`config.mk`:
```
export PLATFORM = sky130hd
export DESIGN_NAME = csd_control
export DESIGN_NICKNAME = d
export VERILOG_FILES = /design/src/csd_pkg.sv /design/src/csd_control.sv
export SDC_FILE = /design/constraint.sdc
export NUM_CORES = 1
export LEC_CHECK = 0
export BUFFER_PORTS_ARGS = -buffer_cell sky130_fd_sc_hd__buf_2
export CAP_MARGIN = 20
export CORE_AREA = 4 4 41 43
export CTS_BUF_LIST = sky130_fd_sc_hd__clkbuf_4 sky130_fd_sc_hd__clkbuf_8 sky130_fd_sc_hd__clkbuf_16
export CTS_CLUSTER_SIZE = 12
export DETAILED_ROUTE_END_ITERATION = 8
export DIE_AREA = 0 0 45 47
export HOLD_SLACK_MARGIN = 0.06
export MAX_ROUTING_LAYER = met4
export PLACE_DENSITY = 0.46
export SLEW_MARGIN = 30
export SYNTH_ARGS = -nofsm -noshare
export SYNTH_HDL_FRONTEND = slang
export SYNTH_SLANG_ARGS = --single-unit
```
`constraint.sdc`:
```
create_clock -name clk -period 1.5 [get_ports clk]
set_input_delay 0.15 -clock clk [delete_from_list [all_inputs] [get_ports clk]]
set_output_delay 0.15 -clock clk [all_outputs]
set_load 0.1 [all_outputs]
```
`src/csd_pkg.sv`:
```
// Shared types and constants for the cosine similarity and distance block.
package csd_pkg;

    // Longest vector the accumulator widths hold without saturating.
    localparam int MAX_LEN = 1024;

    localparam int ELEM_W = 16;
    localparam int DOT_W  = 42;
    localparam int SQ_W   = 41;
    localparam int DIFF_W = 43;
    localparam int COS_W  = 16;
    localparam int DIST_W = 21;
    localparam int ROOT_W = 22;
    localparam int QUO_W  = 15;
    localparam int COS_ONE = 16384;

    typedef struct packed {
        logic signed [ELEM_W-1:0] x_elem;
        logic signed [ELEM_W-1:0] y_elem;
        logic                     last_elem;
    } csd_in_t;

    typedef struct packed {
        logic signed [COS_W-1:0]  cosine_value;
        logic        [DIST_W-1:0] distance_value;
        logic                     zero_norm;
    } csd_out_t;

    typedef enum logic [2:0] {
        ST_ACCUM,
        ST_ROOT,
        ST_CHECK,
        ST_DIVIDE,
        ST_OUTPUT
    } csd_state_t;

    typedef struct packed {
        logic accumulate;
        logic start_root;
        logic root_step;
        logic start_div;
        logic div_step;
        logic finish;
    } csd_cmd_t;

    typedef struct packed {
        logic root_done;
        logic skip_div;
        logic div_done;
    } csd_status_t;

endpackage

```
`src/csd_control.sv`:
```
// Controller: sequences accumulation, root extraction, division and result hand-off.
module csd_control (
    input  logic                 clk,
    input  logic                 rst_n,
    input  logic                 in_valid,
    output logic                 in_ready,
    input  logic                 last_elem,
    output logic                 out_valid,
    input  logic                 out_ready,
    input  csd_pkg::csd_status_t status,
    output csd_pkg::csd_cmd_t    cmd
);
    import csd_pkg::*;

    csd_state_t state_reg, state_next;

    always_ff @(posedge clk or negedge rst_n)
    begin
        if (!rst_n)
            state_reg <= ST_ACCUM;
        else
            state_reg <= state_next;
    end

    always_comb
    begin
        state_next = state_reg;
        cmd = '0;
        in_ready = 1'b0;
        out_valid = 1'b0;
        unique case (state_reg)
            ST_ACCUM:
            begin
                in_ready = 1'b1;
                if (in_valid)
                begin
                    if (last_elem)
                    begin
                        cmd.start_root = 1'b1;
                        state_next = ST_ROOT;
                    end
                    else
                        cmd.accumulate = 1'b1;
                end
            end
            ST_ROOT:
            begin
                cmd.root_step = 1'b1;
                if (status.root_done)
                    state_next = ST_CHECK;
            end
            ST_CHECK:
            begin
                cmd.start_div = 1'b1;
                state_next = status.skip_div ? ST_OUTPUT : ST_DIVIDE;
            end
            ST_DIVIDE:
            begin
                cmd.div_step = 1'b1;
                if (status.div_done)
                    state_next = ST_OUTPUT;
            end
            ST_OUTPUT:
            begin
                out_valid = 1'b1;
                if (out_ready)
                    state_next = ST_ACCUM;
            end
            default: state_next = ST_ACCUM;
        endcase
    end

endmodule

```
== After elaboration in Yosys (flattened, before gate mapping) ==
Index checks and enable logic that the tools add are counted.
Word-level totals
  output and inout port bits: 8
  register bits: 3
  RAM bits: 0
  memories: 0
  memory bits (read-only): 0
  logic and storage cells: 28
  bits in latches: 0
  input port bits: 8
Cells by class
  $mul: 0
  reductions and logical operators: 2
  $lt $le $gt $ge: 0
  div/mod/pow operators: 0
  shifts and indexed selects: 0
  bitwise operators: 0
  eq/ne operators: 9
  add/subtract/negate cells: 0
  muxes and demuxes: 16
Operators by type and width (number)
  $mux 3: 6
  $pmux 3 s5: 1
  $ne 2x2->1 const B: 5
  $mux 1: 7
  $eq 3x2->1 const B: 2
  $reduce_and 5->1: 1
  $mux 2: 2
  $eq 3x1->1 const B: 1
  $eq 3x3->1 const B: 1
  $logic_not 3->1: 1

== Longest topological paths before layout ==
Gate-level depths: netlist of run 1.
  depth in word-level cells: 3
  mapped depth: 4
  depth with buffers taken out: 3

== Least setup slack after synthesis of run 1 ==
No wires, ideal clock.
  path type: reg-to-output
  start: reg state_reg[0]
  end: out cmd[5] (netlist name)
  buffers on the path: 1
  arrival time: 3.176 ns
  setup slack: -1.826 ns
  cell stages (with the launch flop): 5
  data required time: 1.350 ns
  cell sequence: dfrtp_1 buf_2 nor3_2 nand2_1 nor2_1
RTL lines
  start: declaration: RTL line csd_control.sv:15  | csd_state_t state_reg, state_next;
  start signal: assignment: RTL line csd_control.sv:22  | state_reg <= state_next;
  end: declaration: RTL line csd_control.sv:11  | output csd_pkg::csd_cmd_t cmd

==> results of run 1 <==
-- Yosys cell counts --
cell	n	area (µm²)
nand2b_1	1	6.26
and3_1	1	6.26
nand3b_1	1	7.51
dfrtp_1	3	75.1
nor2_1	3	11.3
conb_1	1	3.75
a221oi_2	1	15.0
mux2_4	1	15.0
buf_6	1	11.3
buf_4	1	7.51
a211oi_1	1	7.51
nor3_2	1	10.0
inv_1	4	15.0
nor3b_2	1	12.5
nand2_1	1	3.75
nor3_1	1	5.00
o2bb2ai_1	1	8.76
mux2i_1	2	20.0
a21oi_1	1	5.00
buf_2	1	5.00
-- kinds of logic after synthesis --
kind of cell | after synthesis
other | 1
multiplexers | 3
flip-flops | 3
AO/OA/AOI/OAI | 4
AND/OR/NAND/NOR | 10
buffers and inverters | 7
-- per-layer routing --
layer | vias to the layer above | share of wire [%] | global-route usage, %
met5 | - | 0 | -
met4 | 0 | 2.4 | 14.0
met3 | 2 | 7.9 | 2.30
met2 | 11 | 61 | 12.4
met1 | 123 | 29 | 8.24
li1 | 131 | - | -
-- cells in the final DEF (no fill, tap or decap) --
cell type,synthesis,layout
and3_4,0,1
buf_2,1,7
buf_12,0,7
nor2_4,0,3
mux2i_1,2,2
nor3_4,0,1
nand3b_1,1,1
nand2_2,0,1
nand2b_2,0,1
dlygate4sd3_1,0,1
dfrtp_1,3,1
nor3_2,1,1
inv_1,4,4
clkbuf_4,0,4
a211oi_1,1,1
nor3b_4,0,1
a21oi_1,1,1
dfrtp_2,0,2
buf_4,1,4
a221oi_2,1,1
mux2_4,1,1
o2bb2ai_1,1,1
conb_1,1,1
-- final timing paths --
check | start | endpoint | slack, ns
setup reg to reg | state_reg[1]$_DFFE_PN0P_ | state_reg[0]$_DFFE_PN0P_ | 0.28
min in group asynchronous | rst_n | state_reg[2]$_DFFE_PN0P_ | 0.23
max in group asynchronous | rst_n | state_reg[0]$_DFFE_PN0P_ | 1.15
hold reg to reg | state_reg[2]$_DFFE_PN0P_ | state_reg[0]$_DFFE_PN0P_ | 0.53
setup / recovery | state_reg[0]$_DFFE_PN0P_ | cmd[4] | 0.05
hold / removal | out_ready | state_reg[2]$_DFFE_PN0P_ | 0.16
-- final cells by class --
cell class,instances,share of cell area (%)
Multi-Input combinational cell,18,34.5
Timing Repair Buffer,19,39.5
Tap cell,15,3.45
Clock buffer,4,5.52
Inverter,4,2.76
Sequential cell,3,14.3
-- worst max-delay path: stages (launching register included) --
cell and delay [ns]:
dfrtp_2 0.45, nor3_4 0.22, and3_4 0.22, buf_12 0.17
-- repair_timing --
action                                  in CTS  in global routing
buffers inserted                             1                  1
pin swaps                                    1                  2
hold endpoints to repair                     3                  0
endpoints found under the setup margin       3                  6
gates resized for setup                      1                  4
hold buffers                                 1                  0
-- through the flow --
stage | std cells | cell area, µm² | hold slack (ns)
floorplan | 28 | 289 | -0.146
global placement | 56 | 474 | -0.0503
detailed placement | 56 | 474 | -0.0481
CTS | 62 | 523 | 0.149
global route | 63 | 544 | 0.180
finish | 63 | 544 | 0.157
==> results.py, run 1 <==
metrics = {
    "run_status": {
        "outcome": "complete, no violations",
    },
    "timing": {
        "rsz0062_at_grt": "yes",
        "timing.final.ws_setup_ns": 0.0504,
        "finalCriticalPeriod_ns": 1.45,
        "slew_violations": 0,
        "skew_ns": 0.00204,
        "setup_violations": 0,
        "finalHoldViolations": 0,
        "fmax_mhz": 690,
        "setup_tns_ns": 0,
        "fin_crit_sh_pct": 96.6,
    },
    "floorplanning": {
        "die_x_um": 45,
        "core_mm2": 0.00130,
        "rows": 13,
        "initial_core_util_pct": 19.3,
        "die-height_um": 47,
        "die-area_mm2": 0.00212,
        "io_pins": 16,
    },
    "finish": {
        "register_area_um2": 77.6,
        "multi_input_area_um2": 188,
        "fin_util_pct": 41.8,
        "fin_nets": 57,
        "n_antenna_cell": 0,
        "syn_to_final_growth_pct": 116,
        "largest_reg_flops": 3,
        "drive_gt1_share_pct": 72.9,
        "fillCellCount": 131,
    },
    "clock_tree": {
        "cts.sinks": 3,
        "insertion_delay_ns": 0.24,
        "htree_levels": 1,
        "root_buffer": "clkbuf_4",
        "clkTransAtPathRegs_ns": 0.04,
        "numCtsBuffers": 3,
        "cts.path.max_buffers": 2,
        "cts_tree": "built",
    },
    "global_route": {
        "antenna_found_initial": 0,
        "grt_remaining_overflow": 0,
        "grt_pass1_vias": 282,
        "track_usage_pct": 8.99,
        "grt_pass1_wl_um": 1170,
        "grt_max_degree": 7,
    },
    "worst_setup_path": {
        "worst-path-max-fanout": 5,
        "start_kind": "flop",
        "end_kind": "output pin",
        "required_ns": 1.35,
        "worstSetupPathType": "reg -> out",
        "critical_path_arrival_ns": 1.30,
        "ff2ff_path_depth": 3,
    },
    "logic_synthesis": {
        "avgSynthCellArea_um2": 8.98,
        "syn_inst": 28,
        "synth_xor_area_share_pct": 0,
        "ys_seq_elements": 3,
        "synth_fa_ha_area_share_pct": 0,
        "synth_compound_area_share_pct": 14.4,
        "yosysSeqAreaShare_pct": 29.9,
        "yosysWarnings": 0,
        "netlist_area_um2": 251,
        "syn_nets": 36,
        "synth_top_family_by_area": "simple AND/OR/NAND/NOR gates",
        "yosys.area_share.simple_pct": 24.9,
        "yosysUniqueCellTypes": 20,
        "synthMuxAreaShare_pct": 13.9,
    },
    "placed_design": {
        "place_congestion": 0.686,
        "portBuffers": 14,
        "pre_cts_slack_ns": 0.175,
        "hpwl_um": 556,
    },
    "drt": {
        "drtIter0Drc": 1,
        "drt-pass1-iter-count": 2,
        "wl_per_cell_um": 11.0,
        "ant_nets": 0,
        "vias_per_cell": 4.24,
        "vias": 267,
        "drc": 0,
        "wirelength_um": 696,
    },
    "hold_path": {
        "worstHoldPathType": "in -> reg",
        "holdPathStages": 3,
    },
    "job": {
        "max-cap-violations": 0,
    },
}
Power of run 1 is not shown: default switching activity piles up to over one toggle a cycle in this logic, so the estimate is an artifact.
==> run 2, diff against run 1 <==
--- a/config.mk
+++ b/config.mk
@@ -8,7 +8,7 @@
 export BUFFER_PORTS_ARGS = -buffer_cell sky130_fd_sc_hd__buf_2
 export CAP_MARGIN = 20
 export CORE_AREA = 4 4 41 43
-export CTS_BUF_LIST = sky130_fd_sc_hd__clkbuf_4 sky130_fd_sc_hd__clkbuf_8 sky130_fd_sc_hd__clkbuf_16
+export CTS_BUF_LIST = sky130_fd_sc_hd__clkbuf_8
 export CTS_CLUSTER_SIZE = 12
 export DETAILED_ROUTE_END_ITERATION = 8
 export DIE_AREA = 0 0 45 47
==> run 2 against run 1 <==
Against the previous run: die area is the same; global-route usage grew 0.90 points; count of clock-buffer cells in the layout shrank 1; cell area grew 2.1%; via count grew 1.1%; critical endpoint unchanged; utilization grew 0.87 points; sequential cell count is the same; fmax grew 1.2%; non-clock buffer count is the same; wire length grew 4.0%; worst hold slack gained 0.024 ns; critical path depth is the same.
==> results.py, run 2 (synthesized netlist as in run 1, its figures left out) <==
metrics = {
    "timing": {
        "slew_violations": 0,
        "fmax_mhz": 698,
        "finalCriticalPeriod_ns": 1.43,
        "finalHoldViolations": 0,
        "rsz0062_at_grt": "no",
        "hold_ws_ns": 0.181,
        "skew_ns": 0.000102,
        "setup_violations": 0,
        "timing.final.ws_setup_ns": 0.0671,
        "setup_tns_ns": 0,
        "fin_crit_sh_pct": 95.5,
    },
    "global_route": {
        "antenna_found_initial": 0,
        "grt-busiest-layer": "met4",
        "grt_util_met3_pct": 3.45,
        "grt_remaining_overflow": 0,
        "grt_pass1_wl_um": 1220,
        "met2_usage_pct": 12.4,
        "grt_max_degree": 7,
        "use_met1_pct": 8.70,
        "track_usage_pct": 9.89,
        "grt_pass1_vias": 281,
    },
    "hold_path": {
        "holdPathStages": 3,
        "holdPathEnd": "state_reg[2]$_DFFE_PN0P_",
        "worstHoldPathType": "in -> reg",
        "worstHoldStart": "out_ready",
    },
    "placed_design": {
        "portBuffers": 14,
        "hpwl_um": 556,
        "placedCellCount": 56,
        "place_congestion": 0.686,
        "pre_cts_slack_ns": 0.175,
    },
    "worst_setup_path": {
        "max_stage_delay_ns": 0.45,
        "worst-path-max-fanout": 5,
        "critical_path_arrival_ns": 1.28,
        "worstSetupPathType": "reg -> out",
        "critPathTopFamily": "flip-flops",
        "ff2ff_path_depth": 3,
        "crit_cells": 3,
        "cp_num_buf_inv": 1,
        "path_cells": "nor3_4, and3_2, buf_12",
        "r2r_setup_slack_ns": 0.28,
        "start_kind": "flop",
        "rr_startpoint": "state_reg[1]$_DFFE_PN0P_",
        "required_ns": 1.35,
        "timing.rr.end": "state_reg[0]$_DFFE_PN0P_",
        "crit_slowest_cell": "dfrtp_2",
        "end_kind": "output pin",
    },
    "floorplanning": {
        "core_mm2": 0.00130,
        "die-height_um": 47,
        "die_x_um": 45,
        "io_pins": 16,
        "rows": 13,
        "die-area_mm2": 0.00212,
        "initial_core_util_pct": 19.3,
    },
    "drt": {
        "vias_per_cell": 4.29,
        "ant_nets": 0,
        "drt-pass1-iter-count": 4,
        "wirelength_um": 724,
        "wl_per_cell_um": 11.5,
        "vias": 270,
        "drc": 0,
        "drtIter0Drc": 2,
    },
    "run_status": {
        "outcome": "complete, no violations",
    },
    "finish": {
        "drive_gt1_share_pct": 70.8,
        "largest_reg_flops": 3,
        "register_area_um2": 77.6,
        "stdcell_count": 63,
        "syn_to_final_growth_pct": 121,
        "fin_nets": 57,
        "n_antenna_cell": 0,
        "fillCellCount": 131,
        "layout_common_cells": "buf_2 (7), buf_12 (7), inv_1 (5), buf_4 (4)",
        "multi_input_area_um2": 184,
    },
    "clock_tree": {
        "insertion_delay_ns": 0.22,
        "numCtsBuffers": 3,
        "clkTransAtPathRegs_ns": 0.03,
        "htree_levels": 1,
        "cts.path.max_buffers": 2,
        "cts.sinks": 3,
        "root_buffer": "clkbuf_8",
        "cts_tree": "built",
    },
    "job": {
        "max-cap-violations": 0,
    },
}
## run 2: cell types whose count changed in the layout (fill, tap and decap cells not counted), sizes merged
cell,delta
inv,+1
clkbuf,-1
## run 2: layout make-up
type / count / share of cell area, %
repair buffers: 19 / 38.7
multi-input cells: 18 / 33.1
flip-flops and latches: 3 / 14.0
clock buffers: 3 / 7.43
well taps: 15 / 3.38
inverters: 4 / 2.70
clock inverters: 1 / 0.676
## run 2: worst max path at each step
stage | slack, ns | to | from
after CTS | 0.02 | cmd[4] | state_reg[2]$_DFFE_PN0P_
after global routing | 0.003 | cmd[4] | state_reg[0]$_DFFE_PN0P_
final | 0.07 | cmd[4] | state_reg[0]$_DFFE_PN0P_
after floorplan | -0.63 | cmd[5] | state_reg[1]$_DFFE_PN0P_
after global placement | 0.17 | cmd[4] | state_reg[2]$_DFFE_PN0P_
after detailed placement | 0.18 | cmd[5] | state_reg[2]$_DFFE_PN0P_
## run 2: per-layer routing
metal | part of all wire, % | routed length [µm]
met5 | 0 | 0
met1 | 30 | 215
met3 | 8.0 | 58
met4 | 5.0 | 36
met2 | 57 | 413
## run 2: through the flow
stage | area (µm²) | util (%)
after floorplan | 289 | -
after global placement | 474 | 36.4
after detailed placement | 474 | 36.4
after CTS | 537 | 41.3
after global routing | 556 | 42.7
final | 556 | 42.7
## run 2: worst register-to-register path, cell delays in order, from the launching register on
cell,delay (ns)
dfrtp_1,0.40
buf_4,0.20
mux2_4,0.31
a221oi_2,0.21
## run 2: timing repair
action / in CTS / in global routing
buffers inserted: 1 / 1
endpoints found under the hold margin: 3 / 0
endpoints found under the setup margin: 2 / 5
hold buffers: 1 / 0
pin swaps: 1 / 2
gates resized for setup: 0 / 4
Power of run 2 is left out for the same reason.
==> run 3, diff against run 2 <==
--- a/config.mk
+++ b/config.mk
@@ -15,6 +15,7 @@
 export HOLD_SLACK_MARGIN = 0.06
 export MAX_ROUTING_LAYER = met4
 export PLACE_DENSITY = 0.46
+export REMOVE_ABC_BUFFERS = 1
 export SLEW_MARGIN = 30
 export SYNTH_ARGS = -nofsm -noshare
 export SYNTH_HDL_FRONTEND = slang
==> run 3 against run 2 <==
Against the previous run: utilization down 0.48 points; clock skew up 0.0031 ns; fmax down 1.4%; count of clock-buffer cells in the layout unchanged; die area unchanged; non-clock buffer count up 2; critical path depth unchanged; critical path type unchanged; critical endpoint is now out_valid.
==> results.py, run 3 (synthesized netlist as in run 1, its figures left out) <==
metrics = {
    "floorplanning": {
        "io_pins": 16,
        "rows": 13,
        "die_x_um": 45,
        "die-area_mm2": 0.00212,
        "initial_core_util_pct": 19.3,
        "die-height_um": 47,
        "core_mm2": 0.00130,
    },
    "worst_setup_path": {
        "required_ns": 1.35,
        "critical_path_arrival_ns": 1.30,
        "crit_slowest_cell": "dfrtp_2",
        "end_kind": "output pin",
        "rr_startpoint": "state_reg[1]$_DFFE_PN0P_",
        "worst-path-max-fanout": 8,
        "r2r_setup_slack_ns": 0.26,
        "start_kind": "flop",
        "path_cells": "buf_6, nor3b_4, buf_12",
        "crit_start": "state_reg[1]$_DFFE_PN0P_",
        "max_stage_delay_ns": 0.47,
        "worstSetupPathType": "reg -> out",
    },
    "finish": {
        "stdcell_count": 65,
        "drive_gt1_share_pct": 66.0,
        "fillCellCount": 131,
        "layout_common_cells": "buf_2 (7), buf_12 (7), inv_1 (5), buf_4 (5)",
        "fin_nets": 59,
        "syn_to_final_growth_pct": 118,
        "n_antenna_cell": 0,
        "final_area_um2": 549,
        "largest_reg_flops": 3,
    },
    "drt": {
        "vias": 278,
        "drtIter0Drc": 3,
        "wl_per_cell_um": 11.4,
        "ant_nets": 0,
        "drc": 0,
        "wirelength_um": 744,
        "drt-pass1-iter-count": 4,
        "vias_per_cell": 4.28,
    },
    "job": {
        "max-cap-violations": 0,
    },
    "timing": {
        "timing.final.ws_setup_ns": 0.0472,
        "fmax_mhz": 688,
        "slew_violations": 0,
        "skew_ns": 0.00320,
        "hold_ws_ns": 0.184,
        "fin_crit_sh_pct": 96.9,
        "finalHoldViolations": 0,
        "setup_violations": 0,
        "rsz0062_at_grt": "yes",
        "finalCriticalPeriod_ns": 1.45,
    },
    "clock_tree": {
        "root_buffer": "clkbuf_8",
        "htree_levels": 1,
        "cts.sinks": 3,
        "numCtsBuffers": 3,
        "cts.path.max_buffers": 2,
        "cts_tree": "built",
        "clkTransAtPathRegs_ns": 0.03,
        "insertion_delay_ns": 0.22,
    },
    "placed_design": {
        "hpwl_um": 484,
        "place_congestion": 0.746,
        "placed_cell_area_um2": 437,
        "portBuffers": 14,
        "placedCellCount": 56,
        "pre_cts_slack_ns": 0.222,
    },
    "global_route": {
        "grt_pass1_vias": 267,
        "grt_pass1_wl_um": 1150,
        "use_met1_pct": 8.66,
        "track_usage_pct": 9.55,
        "met2_usage_pct": 10.2,
        "grt_max_degree": 9,
        "grt_remaining_overflow": 0,
        "antenna_found_initial": 0,
        "grt_util_met3_pct": 8.43,
        "grt-busiest-layer": "met4",
    },
    "run_status": {
        "outcome": "complete, no violations",
    },
    "hold_path": {
        "worstHoldPathType": "in -> reg",
        "worstHoldStart": "out_ready",
    },
}
-- run 3: critical path: cells and delay by family (launching register included) --
family | cells | cell delay [ns]
DFF | 1 | 0.47
buffers and inverters | 2 | 0.36
and+or+nand+nor | 1 | 0.25
-- run 3: what timing repair did --
item / in CTS / in global routing
pin swaps: 1 / 2
setup buffers: 0 / 4
endpoints found under the setup margin: 1 / 6
gates resized for setup: 4 / 5
hold endpoints to repair: 3 / 0
hold buffers: 1 / 0
-- run 3: path summary, 6_finish.rpt --
check | end | depth (start not counted)
hold reg to reg | state_reg[0]$_DFFE_PN0P_ | 1
min in group asynchronous | state_reg[1]$_DFFE_PN0P_ | 2
hold / removal | state_reg[2]$_DFFE_PN0P_ | 3
max in group asynchronous | state_reg[2]$_DFFE_PN0P_ | 2
setup / recovery | out_valid | 3
setup reg to reg | state_reg[0]$_DFFE_PN0P_ | 3
-- run 3: metrics by stage --
stage               util [%]  setup TNS [ns]
floorplan                  -           -6.71
global placement        33.6               0
detailed placement      33.6               0
CTS                     39.0               0
global route            42.2         -0.0173
finish                  42.2               0
-- run 3: final cells by class --
type / instances / area [µm²] / share of cell area, %
clock buffer: 3 / 41.3 / 7.52
clock inverter: 1 / 3.75 / 0.683
inverter: 4 / 15.0 / 2.73
multi-input combinational: 18 / 158 / 28.7
sequential: 3 / 78.8 / 14.4
tap: 15 / 18.8 / 3.42
timing repair buffer: 21 / 234 / 42.6
-- run 3: per-layer routing --
metal,up-vias,share of wire (%)
met3,4,14
met4,0,6.2
met2,18,38
met5,-,0
li1,134,-
met1,122,41
Power of run 3 is left out for the same reason.
